[src/rtl/srld_pkg.sv]
`default_nettype none
// ----------------------------------------------------------------------------
// srld_pkg
// Shared types and constants of the sprite run-length decoder.
// ----------------------------------------------------------------------------
package srld_pkg;

	localparam int unsigned IDX_W        = 16;
	localparam int unsigned LEN_W        = 16;
	localparam int unsigned OFS_W        = 11;
	localparam int unsigned POS_W        = 12;
	localparam int unsigned COLOR_W      = 8;
	localparam int unsigned CFG_DATA_W   = 16;
	localparam int unsigned CFG_INDEX_W  = 2;
	localparam int unsigned QUEUE_DEPTH  = 2;
	localparam int unsigned TILE_WIDTH_D = 32;

	localparam logic [LEN_W-1:0] MAX_BODY_RESET = 16'd3444;
	localparam logic [LEN_W-1:0] MAX_RUN_RESET  = 16'd3076;

	// Configuration register indexes
	localparam logic [CFG_INDEX_W-1:0] REG_X_OFFSET  = 2'd0;
	localparam logic [CFG_INDEX_W-1:0] REG_Y_OFFSET  = 2'd1;
	localparam logic [CFG_INDEX_W-1:0] REG_MAX_BODY  = 2'd2;
	localparam logic [CFG_INDEX_W-1:0] REG_MAX_RUN   = 2'd3;

	typedef enum logic [1:0] {
		KIND_PIXEL   = 2'd0,
		KIND_END     = 2'd1,
		KIND_BAD_LEN = 2'd2,
		KIND_BAD_RUN = 2'd3
	} kind_t;

	typedef enum logic [6:0] {
		PH_LEN_LO = 7'b0000001,
		PH_LEN_HI = 7'b0000010,
		PH_RUN_LO = 7'b0000100,
		PH_RUN_HI = 7'b0001000,
		PH_RED    = 7'b0010000,
		PH_GREEN  = 7'b0100000,
		PH_BLUE   = 7'b1000000
	} phase_t;

	typedef struct packed {
		logic [OFS_W-1:0] x_offset;
		logic [OFS_W-1:0] y_offset;
		logic [LEN_W-1:0] max_body_bytes;
		logic [LEN_W-1:0] max_run_pixels;
	} srld_cfg_t;

	typedef struct packed {
		kind_t              kind;
		logic [IDX_W-1:0]   index;
		logic [COLOR_W-1:0] red;
		logic [COLOR_W-1:0] green;
		logic [COLOR_W-1:0] blue;
		logic               last;
	} srld_item_t;

endpackage
`default_nettype wire

[src/rtl/srld_if.sv]
`default_nettype none
// ----------------------------------------------------------------------------
// srld_if
// Valid/ready channels of the decoder: byte stream in, results out.
// ----------------------------------------------------------------------------
interface srld_in_if;
	logic       valid;
	logic       ready;
	logic [7:0] stream_byte;

	modport source (output valid, output stream_byte, input ready);
	modport sink   (input valid, input stream_byte, output ready);
endinterface

interface srld_out_if;
	logic        valid;
	logic        ready;
	logic [1:0]  kind;
	logic [11:0] column;
	logic [11:0] row;
	logic [7:0]  red;
	logic [7:0]  green;
	logic [7:0]  blue;
	logic        last;

	modport source (output valid, output kind, output column, output row,
		output red, output green, output blue, output last, input ready);
	modport sink   (input valid, input kind, input column, input row,
		input red, input green, input blue, input last, output ready);
endinterface
`default_nettype wire

[src/rtl/sprite_run_length_decoder.sv]
`default_nettype none
// ----------------------------------------------------------------------------
// sprite_run_length_decoder
// Transparent/solid run-length sprite decoder, one stream byte per transfer.
// ----------------------------------------------------------------------------
// Usage:
//   stream carries the encoded sprite, one byte per transfer: a 16-bit
//   little-endian body length, then alternating transparent and solid run
//   counts, each solid pixel followed by red, green and blue bytes.
//   result carries at most one item per byte: a pixel (on its blue byte)
//   with tile position and color, a sprite end without pixel, or a length
//   or run error, after which the decoder expects a new length.
//   cfg_we/cfg_index/cfg_data write x_offset, y_offset, max_body_bytes and
//   max_run_pixels; write them only while no result is outstanding.
// Timing:
//   One byte per cycle sustained while results are taken. A result passes the
//   two-entry queue, which the parser pushes it into at the edge that takes
//   the byte; the reciprocal multiply for index/tile width then takes one
//   register stage and the remainder and offsets another.
// Reset: parser waits for a length low byte, queue and pipeline empty,
//   registers at their defaults (offsets 0, limits 3444 and 3076).
// Stall: a stalled result holds in the output register; the pipeline and
//   the queue keep filling, and stream.ready drops once the queue is full.
// ----------------------------------------------------------------------------
module sprite_run_length_decoder #(
	parameter int unsigned TILE_WIDTH = srld_pkg::TILE_WIDTH_D
) (
	input  wire logic                                clk,
	input  wire logic                                arst_n,
	input  wire logic                                cfg_we,
	input  wire logic [srld_pkg::CFG_INDEX_W-1:0]    cfg_index,
	input  wire logic [srld_pkg::CFG_DATA_W-1:0]     cfg_data,
	srld_in_if.sink                                  stream,
	srld_out_if.source                               result
);
	import srld_pkg::*;

	srld_cfg_t  cfg_q;
	logic       take;
	logic       push;
	srld_item_t push_item;
	logic       q_not_full;
	logic       q_not_empty;
	logic       pop;
	srld_item_t head;

	// Register file: plain writes, no read-back
	always_ff @(posedge clk or negedge arst_n) begin
		if (!arst_n) begin
			cfg_q.x_offset       <= '0;
			cfg_q.y_offset       <= '0;
			cfg_q.max_body_bytes <= MAX_BODY_RESET;
			cfg_q.max_run_pixels <= MAX_RUN_RESET;
		end else if (cfg_we) begin
			case (cfg_index)
				REG_X_OFFSET: cfg_q.x_offset       <= cfg_data[OFS_W-1:0];
				REG_Y_OFFSET: cfg_q.y_offset       <= cfg_data[OFS_W-1:0];
				REG_MAX_BODY: cfg_q.max_body_bytes <= cfg_data[LEN_W-1:0];
				REG_MAX_RUN:  cfg_q.max_run_pixels <= cfg_data[LEN_W-1:0];
				default: ;
			endcase
		end
	end

	// Accept a byte whenever the queue has room; every byte may push one item
	assign stream.ready = q_not_full;
	assign take         = stream.valid && stream.ready;

	srld_front u_front (
		.clk         (clk),
		.arst_n      (arst_n),
		.cfg         (cfg_q),
		.take        (take),
		.stream_byte (stream.stream_byte),
		.push        (push),
		.item        (push_item)
	);

	srld_queue u_queue (
		.clk       (clk),
		.arst_n    (arst_n),
		.push      (push),
		.push_item (push_item),
		.not_full  (q_not_full),
		.pop       (pop),
		.not_empty (q_not_empty),
		.head      (head)
	);

	srld_back #(
		.TILE_WIDTH (TILE_WIDTH)
	) u_back (
		.clk        (clk),
		.arst_n     (arst_n),
		.cfg        (cfg_q),
		.item_valid (q_not_empty),
		.item       (head),
		.pop        (pop),
		.result     (result)
	);

	// The parser only pushes on an accepted byte, which needs queue room
	a_push_has_room: assert property (@(posedge clk) disable iff (!arst_n)
		push |-> (take && q_not_full))
		else $error("item pushed into a full queue");

	// Non-pixel results carry an all-zero payload
	a_status_zero: assert property (@(posedge clk) disable iff (!arst_n)
		(result.valid && result.kind != KIND_PIXEL) |->
		(result.column == '0 && result.row == '0 && result.red == '0 &&
		 result.green == '0 && result.blue == '0 && !result.last))
		else $error("status result with nonzero payload");

	// The position stage never drains an empty queue
	a_pop_nonempty: assert property (@(posedge clk) disable iff (!arst_n)
		pop |-> q_not_empty)
		else $error("pop from an empty queue");

	// A newly valid result came from an item that had been in the queue
	a_result_source: assert property (@(posedge clk) disable iff (!arst_n)
		$rose(result.valid) |-> $past(q_not_empty, 2))
		else $error("result without a queued item");

endmodule
`default_nettype wire

[src/rtl/srld_front.sv]
`default_nettype none
// ----------------------------------------------------------------------------
// srld_front
// Byte parser: walks header, run counts and colors, emits result items.
// ----------------------------------------------------------------------------
module srld_front (
	input  wire logic                    clk,
	input  wire logic                    arst_n,
	input  wire srld_pkg::srld_cfg_t     cfg,
	input  wire logic                    take,
	input  wire logic [7:0]              stream_byte,
	output logic                         push,
	output srld_pkg::srld_item_t         item
);
	import srld_pkg::*;

	phase_t             phase_q, phase_d;
	logic [LEN_W-1:0]   consumed_q, consumed_d;
	logic [LEN_W-1:0]   body_q, body_d;
	logic [LEN_W-1:0]   run_left_q, run_left_d;
	logic [IDX_W-1:0]   pix_q, pix_d;
	logic               solid_q, solid_d;
	logic [7:0]         low_q;
	logic [COLOR_W-1:0] red_q, green_q;

	logic [LEN_W-1:0]   consumed_inc;
	logic [LEN_W-1:0]   word;
	logic [LEN_W-1:0]   run_dec;
	logic               more_body;

	assign word    = {stream_byte, low_q};
	assign run_dec = run_left_q - LEN_W'(1);

	always_comb begin
		consumed_inc = consumed_q;
		if (phase_q != PH_LEN_LO && phase_q != PH_LEN_HI && consumed_q != '1)
			consumed_inc = consumed_q + LEN_W'(1);
	end

	// Sprite continues while consumed (counting this byte) + 1 < body length
	assign more_body = ({1'b0, consumed_inc} + 17'd1) < {1'b0, body_q};

	always_comb begin
		phase_d    = phase_q;
		consumed_d = consumed_q;
		body_d     = body_q;
		run_left_d = run_left_q;
		pix_d      = pix_q;
		solid_d    = solid_q;
		push       = 1'b0;
		item       = '{kind: KIND_PIXEL, index: pix_q, red: red_q, green: green_q,
			blue: stream_byte, last: 1'b0};
		if (take) begin
			consumed_d = consumed_inc;
			case (phase_q)
				PH_LEN_LO: begin
					phase_d = PH_LEN_HI;
				end
				PH_LEN_HI: begin
					consumed_d = '0;
					pix_d      = '0;
					solid_d    = 1'b0;
					run_left_d = '0;
					if (word > cfg.max_body_bytes) begin
						phase_d = PH_LEN_LO;
						body_d  = '0;
						push    = 1'b1;
						item    = '{kind: KIND_BAD_LEN, default: '0};
					end else if (17'd1 < {1'b0, word}) begin
						phase_d = PH_RUN_LO;
						body_d  = word;
					end else begin
						// short body ends at once
						phase_d = PH_LEN_LO;
						body_d  = '0;
						push    = 1'b1;
						item    = '{kind: KIND_END, default: '0};
					end
				end
				PH_RUN_LO: begin
					phase_d = PH_RUN_HI;
				end
				PH_RUN_HI: begin
					if (word > cfg.max_run_pixels) begin
						phase_d    = PH_LEN_LO;
						consumed_d = '0;
						body_d     = '0;
						run_left_d = '0;
						pix_d      = '0;
						solid_d    = 1'b0;
						push       = 1'b1;
						item       = '{kind: KIND_BAD_RUN, default: '0};
					end else if (solid_q && word != '0) begin
						run_left_d = word;
						phase_d    = PH_RED;
					end else begin
						if (!solid_q)
							pix_d = pix_q + word;
						solid_d = !solid_q;
						if (more_body) begin
							phase_d = PH_RUN_LO;
						end else begin
							phase_d    = PH_LEN_LO;
							consumed_d = '0;
							body_d     = '0;
							run_left_d = '0;
							pix_d      = '0;
							solid_d    = 1'b0;
							push       = 1'b1;
							item       = '{kind: KIND_END, default: '0};
						end
					end
				end
				PH_RED: begin
					phase_d = PH_GREEN;
				end
				PH_GREEN: begin
					phase_d = PH_BLUE;
				end
				PH_BLUE: begin
					push       = 1'b1;
					pix_d      = pix_q + IDX_W'(1);
					run_left_d = run_dec;
					if (run_dec == '0) begin
						solid_d = !solid_q;
						if (more_body) begin
							phase_d = PH_RUN_LO;
						end else begin
							phase_d    = PH_LEN_LO;
							consumed_d = '0;
							body_d     = '0;
							run_left_d = '0;
							pix_d      = '0;
							solid_d    = 1'b0;
							item.last  = 1'b1;
						end
					end else begin
						phase_d = PH_RED;
					end
				end
				default: begin
					phase_d    = PH_LEN_LO;
					consumed_d = '0;
					body_d     = '0;
					run_left_d = '0;
					pix_d      = '0;
					solid_d    = 1'b0;
				end
			endcase
		end
	end

	always_ff @(posedge clk or negedge arst_n) begin
		if (!arst_n) begin
			phase_q    <= PH_LEN_LO;
			consumed_q <= '0;
			body_q     <= '0;
			run_left_q <= '0;
			pix_q      <= '0;
			solid_q    <= 1'b0;
		end else begin
			phase_q    <= phase_d;
			consumed_q <= consumed_d;
			body_q     <= body_d;
			run_left_q <= run_left_d;
			pix_q      <= pix_d;
			solid_q    <= solid_d;
		end
	end

	// Hold the low byte of a 16-bit count and the first two colors
	always_ff @(posedge clk) begin
		if (take && (phase_q == PH_LEN_LO || phase_q == PH_RUN_LO))
			low_q <= stream_byte;
		if (take && phase_q == PH_RED)
			red_q <= stream_byte;
		if (take && phase_q == PH_GREEN)
			green_q <= stream_byte;
	end

endmodule
`default_nettype wire

[src/rtl/srld_queue.sv]
`default_nettype none
// ----------------------------------------------------------------------------
// srld_queue
// Short FIFO of result items between the parser and the position stage.
// ----------------------------------------------------------------------------
module srld_queue (
	input  wire logic                    clk,
	input  wire logic                    arst_n,
	input  wire logic                    push,
	input  wire srld_pkg::srld_item_t    push_item,
	output logic                         not_full,
	input  wire logic                    pop,
	output logic                         not_empty,
	output srld_pkg::srld_item_t         head
);
	import srld_pkg::*;

	localparam int unsigned PTR_W = (QUEUE_DEPTH > 1) ? $clog2(QUEUE_DEPTH) : 1;
	localparam int unsigned CNT_W = $clog2(QUEUE_DEPTH + 1);

	srld_item_t         slot_q [QUEUE_DEPTH];
	logic [PTR_W-1:0]   wr_ptr_q, rd_ptr_q;
	logic [CNT_W-1:0]   count_q;
	logic               do_push, do_pop;

	assign not_full  = count_q != CNT_W'(QUEUE_DEPTH);
	assign not_empty = count_q != '0;
	assign head      = slot_q[rd_ptr_q];
	assign do_push   = push && not_full;
	assign do_pop    = pop && not_empty;

	function automatic logic [PTR_W-1:0] bump(input logic [PTR_W-1:0] p);
		logic [PTR_W-1:0] r;
		r = (p == PTR_W'(QUEUE_DEPTH - 1)) ? '0 : p + PTR_W'(1);
		return r;
	endfunction

	always_ff @(posedge clk or negedge arst_n) begin
		if (!arst_n) begin
			wr_ptr_q <= '0;
			rd_ptr_q <= '0;
			count_q  <= '0;
		end else begin
			if (do_push)
				wr_ptr_q <= bump(wr_ptr_q);
			if (do_pop)
				rd_ptr_q <= bump(rd_ptr_q);
			if (do_push && !do_pop)
				count_q <= count_q + CNT_W'(1);
			else if (do_pop && !do_push)
				count_q <= count_q - CNT_W'(1);
		end
	end

	always_ff @(posedge clk) begin
		if (do_push)
			slot_q[wr_ptr_q] <= push_item;
	end

endmodule
`default_nettype wire

[src/rtl/srld_back.sv]
`default_nettype none
// ----------------------------------------------------------------------------
// srld_back
// Position stage: splits the pixel index into tile row and column.
// ----------------------------------------------------------------------------
module srld_back #(
	parameter int unsigned TILE_WIDTH = srld_pkg::TILE_WIDTH_D
) (
	input  wire logic                    clk,
	input  wire logic                    arst_n,
	input  wire srld_pkg::srld_cfg_t     cfg,
	input  wire logic                    item_valid,
	input  wire srld_pkg::srld_item_t    item,
	output logic                         pop,
	srld_out_if.source                   result
);
	import srld_pkg::*;

	// index / TILE_WIDTH as (index * RECIP) >> SHIFT, exact for 16-bit index
	localparam int unsigned TW_LOG  = $clog2(TILE_WIDTH);
	localparam int unsigned SHIFT   = IDX_W + TW_LOG;
	localparam int unsigned PROD_W  = SHIFT + IDX_W;
	localparam logic [63:0] RECIP_F =
		((64'd1 << SHIFT) + 64'(TILE_WIDTH) - 64'd1) / 64'(TILE_WIDTH);
	localparam logic [PROD_W-1:0] RECIP = RECIP_F[PROD_W-1:0];
	localparam int unsigned REM_W   = (TILE_WIDTH > 1) ? $clog2(TILE_WIDTH) : 1;
	localparam int unsigned QW_W    = IDX_W + 9;

	srld_item_t         item_s1;
	logic [IDX_W-1:0]   quot_s1;
	logic               valid_s1;
	logic               valid_s2;
	logic               adv_s1, adv_s2;

	logic [PROD_W-1:0]  prod;
	logic [QW_W-1:0]    qw;
	logic [QW_W-1:0]    rem_full;
	logic [REM_W-1:0]   rem;
	logic [POS_W-1:0]   column_d, row_d;
	logic               is_pixel;

	assign adv_s2 = !valid_s2 || result.ready;
	assign adv_s1 = !valid_s1 || adv_s2;
	assign pop    = item_valid && adv_s1;

	assign prod     = PROD_W'(item.index) * RECIP;
	assign qw       = QW_W'(quot_s1) * QW_W'(TILE_WIDTH);
	assign rem_full = QW_W'(item_s1.index) - qw;
	assign rem      = rem_full[REM_W-1:0];
	assign is_pixel = item_s1.kind == KIND_PIXEL;
	assign column_d = is_pixel ? POS_W'(cfg.x_offset) + POS_W'(rem) : '0;
	assign row_d    = is_pixel ? POS_W'(cfg.y_offset) + quot_s1[POS_W-1:0] : '0;

	always_ff @(posedge clk or negedge arst_n) begin
		if (!arst_n) begin
			valid_s1 <= 1'b0;
			valid_s2 <= 1'b0;
		end else begin
			if (adv_s1)
				valid_s1 <= item_valid;
			if (adv_s2)
				valid_s2 <= valid_s1;
		end
	end

	always_ff @(posedge clk) begin
		if (pop) begin
			item_s1 <= item;
			quot_s1 <= prod[SHIFT +: IDX_W];
		end
		if (adv_s2 && valid_s1) begin
			result.kind   <= item_s1.kind;
			result.column <= column_d;
			result.row    <= row_d;
			result.red    <= item_s1.red;
			result.green  <= item_s1.green;
			result.blue   <= item_s1.blue;
			result.last   <= item_s1.last;
		end
	end

	assign result.valid = valid_s2;

endmodule
`default_nettype wire
[src/flat_wrapper.sv]
// flat-port wrapper written by rule: the top's interface ports become plain ports
module sprite_run_length_decoder_flat import srld_pkg::*;
#(
	parameter int unsigned TILE_WIDTH = srld_pkg::TILE_WIDTH_D
)
  (clk, arst_n, cfg_we, cfg_index, cfg_data, stream_valid, stream_stream_byte, stream_ready, result_valid, result_kind, result_column, result_row, result_red, result_green, result_blue, result_last, result_ready);
  srld_in_if stream_i ();
  srld_out_if result_i ();
  input  wire logic clk;
  input  wire logic arst_n;
  input  wire logic cfg_we;
  input  wire logic [srld_pkg::CFG_INDEX_W-1:0] cfg_index;
  input  wire logic [srld_pkg::CFG_DATA_W-1:0] cfg_data;
  input wire logic [$bits(stream_i.valid)-1:0] stream_valid;
  input wire logic [$bits(stream_i.stream_byte)-1:0] stream_stream_byte;
  output wire logic [$bits(stream_i.ready)-1:0] stream_ready;
  output wire logic [$bits(result_i.valid)-1:0] result_valid;
  output wire logic [$bits(result_i.kind)-1:0] result_kind;
  output wire logic [$bits(result_i.column)-1:0] result_column;
  output wire logic [$bits(result_i.row)-1:0] result_row;
  output wire logic [$bits(result_i.red)-1:0] result_red;
  output wire logic [$bits(result_i.green)-1:0] result_green;
  output wire logic [$bits(result_i.blue)-1:0] result_blue;
  output wire logic [$bits(result_i.last)-1:0] result_last;
  input wire logic [$bits(result_i.ready)-1:0] result_ready;
  assign stream_i.valid = stream_valid;
  assign stream_i.stream_byte = stream_stream_byte;
  assign stream_ready = stream_i.ready;
  assign result_valid = result_i.valid;
  assign result_kind = result_i.kind;
  assign result_column = result_i.column;
  assign result_row = result_i.row;
  assign result_red = result_i.red;
  assign result_green = result_i.green;
  assign result_blue = result_i.blue;
  assign result_last = result_i.last;
  assign result_i.ready = result_ready;
  sprite_run_length_decoder #(.TILE_WIDTH(TILE_WIDTH)) u_core (.clk(clk), .arst_n(arst_n), .cfg_we(cfg_we), .cfg_index(cfg_index), .cfg_data(cfg_data), .stream(stream_i), .result(result_i));
endmodule
[config.mk]
export PLATFORM = sky130hd
export DESIGN_NAME = sprite_run_length_decoder_flat
export DESIGN_NICKNAME = d
export VERILOG_FILES = /design/src/rtl/srld_pkg.sv /design/src/rtl/srld_if.sv /design/src/rtl/sprite_run_length_decoder.sv /design/src/rtl/srld_front.sv /design/src/rtl/srld_queue.sv /design/src/rtl/srld_back.sv /design/src/flat_wrapper.sv
export SDC_FILE = /design/constraint.sdc
export NUM_CORES = 1
export LEC_CHECK = 0
export BUFFER_PORTS_ARGS = -buffer_cell sky130_fd_sc_hd__buf_2
export CORE_UTILIZATION = 30
export DETAILED_ROUTE_END_ITERATION = 10
export PLACE_DENSITY_LB_ADDON = 0.05
export SLEW_MARGIN = 15
export SYNTH_ARGS = -nofsm -noshare
export SYNTH_HDL_FRONTEND = slang
export SYNTH_SLANG_ARGS = --single-unit
[constraint.sdc]
create_clock -name clk -period 8.9 [get_ports clk]
set_input_delay 0.445 -clock clk [delete_from_list [all_inputs] [get_ports clk]]
set_output_delay 0.445 -clock clk [all_outputs]
set_load 0.03 [all_outputs]
Word-level counts from Yosys, hierarchy flattened. Memory sizes are Yosys's and may differ from the RTL's. A register that Yosys moved wholly into a read port is not among the register bits. Index checks and enable logic that the tools add are counted.

Flip-flop bits (word level): 207. Latch bits: 0. RAM bits: 86. ROM bits: 0. Bits of input ports: 31. Word-level logic and storage cells: 156. Memories kept: 1.

Memory list: u_core.u_queue.slot_q (words 2, width 43, read ports 1, clocked after Yosys merged registers in 1, write ports 1, RTL line srld_queue.sv:21) `srld_item_t slot_q [QUEUE_DEPTH];`.

Add/sub/neg operators: 12. Multiply operators: 0. Divide/modulo/power cells: 0. Order comparisons: 4. Equality and inequality tests: 18. Shift-type cells: 0. Multiplexer cells: 60. Bitwise logic cells: 1. Reduce and logical (&&, ||, !) cells: 35.

Operators with widths (number): $mux 16 (22); $pmux 16 s3 (3); $mux 43 (3); $mux 42 (3); $pmux 42 s2 (1); $pmux 16 s4 (1); $pmux 7 s7 (1); $add 16x1->16 const B (2); $gt 16x16->1 (2); $add 16x1->17 const B (1); $lt 17x16->1 (1); $add 16x16->16 (1); $logic_not 16->1 (1); $lt 1x16->1 const A (1); $ne 16x16->1 const B (1); $reduce_bool 16->1 (1); $sub 16x1->16 const B (1); $mux 1 (15); $mux 5 (3); $logic_and 1x1->1 (13); $add 11x11->12 (1); $add 11x5->12 (1); $mux 3 (3); $pmux 1 s3 (3); 28 further kinds (45).

Longest topological paths before layout.
Depth in word-level cells: 16. Depth in mapped cells: 26. Depth with buffers taken out: 25.

Hierarchy. Synthesis repeated with hierarchy kept, for this count alone.

Cells, all modules: 1450. Area, all modules: 17247.8 µm².

By module, submodules not included: srld_front (times used 1, cells an instance 952, area an instance 7852.5 µm², seq. area each 2523.7 µm²); srld_back (times used 1, cells an instance 229, area an instance 3819.9 µm², seq. area each 2872.8 µm²); srld_queue (times used 1, cells an instance 152, area an instance 3498.4 µm², seq. area each 2682.6 µm²); sprite_run_length_decoder (times used 1, cells an instance 117, area an instance 2077.0 µm², seq. area each 1363.8 µm²).

Worst setup path before layout. OpenSTA, ideal clock, no wires.

Path kind: register to register. Start point: register u_core.u_front.consumed_q[1]. End point: memory u_core.u_queue.slot_q[0][0] in the netlist's numbering, enable pin. Setup time: 0.443 ns. Arrival time: 6.181 ns. Required time: 8.457 ns. Setup slack: 2.276 ns. Stages on the path, launching flop included: 21. Path buffers: 0. Clock period less this slack: 6.624 ns. Cell sequence: dfrtp_1 -> ha_1 -> nand3_1 -> or4_1 -> a21boi_0 -> or2_2 -> ha_1 -> nand4bb_1 -> o21ai_0 -> nand3_1 -> xnor2_1 -> ha_1 -> nand4_1 -> nor2_1 -> a2111oi_0 -> o21ai_0 -> a22oi_1 -> o31ai_4 -> a211oi_1 -> a211o_1 -> nor2_1.

Cells in the longest elaborated chain, start to end: 13.

Ends and longest elaborated chain: from (decl) (RTL line srld_front.sv:18) `logic [LEN_W-1:0] consumed_q, consumed_d;`; from (signal assigned) (RTL line srld_front.sv:163) `consumed_q <= consumed_d;`; parallel branches: the longest is 2 deep, another holds $add 16x1->16; $mux 16 (*) (RTL line srld_front.sv:36) `if (phase_q != PH_LEN_LO && phase_q != PH_LEN_HI && consumed_q != '1)`; $add 16x1->17 (*) (RTL line srld_front.sv:41) `assign more_body = ({1'b0, consumed_inc} + 17'd1) < {1'b0, body_q};`; $lt 17x16->1 (*) (RTL line srld_front.sv:41); $mux 1 (*) (RTL line srld_front.sv:100) `if (more_body) begin`; $mux 1 (*) (RTL line srld_front.sv:93) `end else if (solid_q && word != '0) begin`; $mux 1 (*) (RTL line srld_front.sv:84) `if (word > cfg.max_run_pixels) begin`; $pmux 1 s3 (*) (RTL line srld_front.sv:55) `case (phase_q)`; $mux 1 (*) (RTL line srld_front.sv:53) `if (take) begin`; $logic_and 1x1->1 (*) (RTL line srld_queue.sv:29) `assign do_push = push && not_full;`; $mux 1 (*) (RTL line srld_queue.sv:56) `if (do_push)`; $mux 1 (implied by the code) (*) (RTL line srld_queue.sv:57) `slot_q[wr_ptr_q] <= push_item;`; to (decl) (RTL line srld_queue.sv:21).

Every way passes the cells marked *.

Worst setup path after layout.
Start point: register u_core.u_front.consumed_q[0]. End point: register u_core.u_queue.count_q[1].

Cells in the longest elaborated chain, start to end: 14.

Ends and longest elaborated chain: parallel branches: the longest is 2 deep, another holds $add 16x1->16; $mux 16 (*) (RTL line srld_front.sv:36); $add 16x1->17 (*) (RTL line srld_front.sv:41); $lt 17x16->1 (*) (RTL line srld_front.sv:41); $mux 1 (*) (RTL line srld_front.sv:100); $mux 1 (*) (RTL line srld_front.sv:93); $mux 1 (*) (RTL line srld_front.sv:84); $pmux 1 s3 (*) (RTL line srld_front.sv:55); $mux 1 (*) (RTL line srld_front.sv:53); $logic_and 1x1->1 (*) (RTL line srld_queue.sv:29); net u_core.u_queue.do_push (RTL line srld_queue.sv:24) `logic do_push, do_pop;`; $logic_not 1->1 (RTL line srld_queue.sv:50) `else if (do_pop && !do_push)`; $logic_and 1x1->1 (RTL line srld_queue.sv:50); $reduce_bool 2->1 (no line); to (signal assigned) (RTL line srld_queue.sv:49) `count_q <= count_q + CNT_W'(1);`; to (signal assigned) (RTL line srld_queue.sv:51) `count_q <= count_q - CNT_W'(1);`; to (decl) (RTL line srld_queue.sv:23) `logic [CNT_W-1:0] count_q;`.

Mark *: on every way through the listed nets, which the timed path passes. A chain may end at the register's enable or synchronous reset.

==> results.yml <==
status:
  status: "finished clean"
cts:
  cts_tree: "built"
  ctsResizeCount: 0
  h-tree-depth: 2
  postCtsHoldBufs: 1
  clockBufferDepth: 3
  clock-root-buffer: "clkbuf_16"
  path_clk_slew_ps: 60
  cts_buffers: 42
  clock_latency_ps: 560
  postCtsSetupBuffers: 0
  cts_sinks: 336
yosys:
  synth_edf_count: 204
  synth_area_leaders: "edfxtp_1 (37%), dfrtp_1 (18%), mux2_2 (6.5%)"
  synth_warnings: 0
  yosysMostFrequentCell: "edfxtp_1"
  synth_area_leader_cell: "edfxtp_1"
  synth_mux_area_frac: 0.0653
  synth_top_family_by_area: "simple AND/OR/NAND/NOR gates"
  synth_area_sq_mm: 0.0167
  synth_ff_type: "edfxtp_1"
  synth_xor_area_frac: 0.0357
  synth_common_cells: "edfxtp_1 (204), dfrtp_1 (121), inv_1 (96), mux2_2 (96), ha_1 (84)"
  postSynthCellCount: 1368
  synth.distinct_cells: 79
  yosysSeqAreaShare: 0.565
  synthAdderAreaFrac: 0.0665
  synthArstFlopShare: 0.393
  synth_compound_area_frac: 0.114
  syn_nets: 1486
  yosys.area_share.simple: 0.117
  syn_area_per_cell_sq_um: 12.2
  synth.top_cell.area_share: 0.367
  ys_ff_latch: 336
finish:
  fin_area_sq_mm: 0.0192
  area_delta_synth_final_pct: 15.2
  nFillCells: 5544
  final_util: 0.349
  drive_above_1_share: 0.190
  final_nets: 1575
route:
  ant_nets: 0
  drc: 0
  via_per_inst: 4.83
  vias: 10800
  drt-initial-drc-count: 551
  avgRoutedWirePerCell_microns: 19.0
  wl_microns: 42600
  dr.pass1.iters: 5
power_and_ir_drop:
  p_comb_frac: 0.294
  p_sw_w: 0.00188
  leakage_nw: 7.47
  powerDensity_mw_per_mm2: 283
  pwr-share-clk: 0.297
  vdd_drop_max_mv: 0.184
  p_total_w: 0.00544
  internal_power_w: 0.00356
  p_seq_frac: 0.409
  switching_share: 0.345
timing:
  final.setup_skew_ps: 13.5
  drv_slew: 0
  finalCritPeriodShare: 0.761
  timing.fmax_ghz: 0.148
  fin_crit_ps: 6770
  hold_viol: 0
  rsz0062_at_grt: "false"
  worst_pin_slew_ps: 1140
  finalSetupViolCount: 0
  fin_worst_hold_slack_ps: 136
  finalSetupTns_ps: 0
  relSlewSlack: 0.239
die:
  die_area_sq_mm: 0.0566
  num_rows: 86
  chipWidth_microns: 238
  die_y_microns: 238
  ios: 84
  start_util: 0.303
  core_sq_mm: 0.0551
grt:
  grt_pass1_vias: 11000
  grt_pass1_wl_microns: 66900
  grt_max_degree: 52
  antenna_found_initial: 0
  grtUsageTotal: 0.155
  grt.overflow.total: 0
worst_setup_path:
  crit_fanout: 9
  ff2ff_path_depth: 25
  worstPathArrival_ps: 7240
  crit_type: "reg -> reg"
  crit_required_ps: 9370
  reg2reg_slack_ps: 2130
  rr_startpoint: "u_core.u_front.consumed_q[0]$_DFFE_PN0P_"
  critPathLaunchType: "flop"
  r2r_end: "u_core.u_queue.count_q[1]$_DFFE_PN0P_"
  crit_path_end_kind: "flop"
placed_design:
  gp_congestion: 0.780
  port_buffers: 83
  dp_hpwl_microns: 28800
  post_dp_cell_area_sq_mm: 0.0179
hold_path:
  hp-class: "in -> reg"
  min_from: "cfg_data[11]"
  holdPathStages: 2
  whs_endpoint: "u_core.cfg_q[27]$_DFFE_PN1P_"
flow_run:
  cap_violations: 0
==> flip-flops by register name, indices dropped and copies added (netlist names), 2 cells and up <==
register                     cells
u_core.cfg_q                    54
u_core.u_back.item_s1           32
u_core.u_back.quot_s1           11
u_core.u_back.result.blue        8
u_core.u_back.result.column     12
u_core.u_back.result.green       8
u_core.u_back.result.kind        2
u_core.u_back.result.red         8
u_core.u_back.result.row        12
u_core.u_front.body_q           16
u_core.u_front.consumed_q       16
u_core.u_front.green_q           8
u_core.u_front.low_q             8
u_core.u_front.phase_q           7
u_core.u_front.pix_q            16
u_core.u_front.red_q             8
u_core.u_front.run_left_q       16
u_core.u_queue.count_q           2
u_core.u_queue.slot_q           86
==> layer usage <==
layer	track usage	part of all wire
met1	0.214	0.48
met2	0.251	0.47
met3	0.0268	0.037
met4	0.0404	0.020
met5	0	0
==> critical path: stages, from the launching register on <==
cell and delay [ps]:
dfrtp_1 500, ha_1 340, nand3_1 320, nor4_4 580, nor2_1 220, mux2i_1 190, inv_1 80, ha_1 200
nand4bb_1 380, o21ai_0 420, nand3_1 140, xnor2_1 150, ha_1 300, nand4_1 120, nor2_1 70, a2111oi_0 320
o21ai_0 160, a22oi_1 490, o31ai_4 270, a211oi_1 390, a211o_1 340, inv_1 80, ha_1 210, xor2_1 140
nor2_1 110, xor2_1 160
==> metrics by stage <==
| stage | std cells | setup WS, ps |
|---|---|---|
| 2_1_floorplan | 1368 | 2280 |
| 3_3_place_gp | 2160 | 2400 |
| 3_5_place_dp | 2160 | 2240 |
| 4_1_cts | 2238 | 2170 |
| 5_1_grt | 2238 | 1430 |
| 6_report | 2239 | 2130 |
==> cells in the final DEF, fill, tap and decap left out, types with 12 or more instances in the layout <==
cell type / count
edfxtp_1: 204
dfrtp_1: 120
mux2_2: 96
inv_1: 95
ha_1: 84
buf_2: 82
nor2_1: 77
nand2_1: 61
o21ai_0: 60
a21oi_1: 50
and2_1: 49
clkbuf_16: 43
xnor2_1: 36
xor2_1: 32
nand3_1: 30
nor3_1: 24
a22o_1: 21
nand4_1: 17
clkbuf_1: 17
and3_1: 16
a32oi_1: 15
nand2b_1: 14
o2bb2ai_1: 13
o22ai_1: 12
a22oi_1: 12
nor2b_1: 12
==> power groups by stage <==
stage	registers [W]	clock network, W	logic [W]
CTS	0.00224	0.00169	0.00163
detailed placement	0.00226	0	0.00163
finish	0.00222	0.00162	0.00160
global placement	0.00226	0	0.00162
floorplan	0.00238	0	0.00103
global route	0.00227	0.00175	0.00181
==> logic make-up (layout without fill, tap and decap cells) <==
kind of cell    count (synthesis)  count (layout)
buf+inv                       146             268
mux                            97              97
flops                         336             336
fa+ha+maj                      87              87
simple gates                  362             362
xor+xnor                       68              68
other cells                     0               1
compound gates                272             272
==> cell type report <==
class	count	area [sq um]	area share
Clock buffer	61	1150	0.0600
Clock inverter	16	128	0.00663
Multi-Input combinational cell	886	6700	0.348
Tap cell	748	936	0.0486
Antenna cell	1	2.50	0.000130
Inverter	96	360	0.0187
Timing Repair Buffer	95	514	0.0267
Sequential cell	336	9440	0.491
==> worst max path at each step <==
stage               depth (start not counted)                                    end                                      from
finish                                     25  u_core.u_queue.count_q[1]$_DFFE_PN0P_  u_core.u_front.consumed_q[0]$_DFFE_PN0P_
global placement                           24  u_core.u_queue.count_q[1]$_DFFE_PN0P_  u_core.u_front.consumed_q[0]$_DFFE_PN0P_
detailed placement                         25  u_core.u_queue.count_q[1]$_DFFE_PN0P_  u_core.u_front.consumed_q[0]$_DFFE_PN0P_
floorplan                                  20  u_core.u_queue.slot_q[0][0]$_DFFE_PP_  u_core.u_front.consumed_q[1]$_DFFE_PN0P_
global route                               25  u_core.u_queue.count_q[1]$_DFFE_PN0P_  u_core.u_front.consumed_q[0]$_DFFE_PN0P_
CTS                                        25  u_core.u_queue.count_q[1]$_DFFE_PN0P_  u_core.u_front.consumed_q[0]$_DFFE_PN0P_
(Power assumes the default switching activity.)
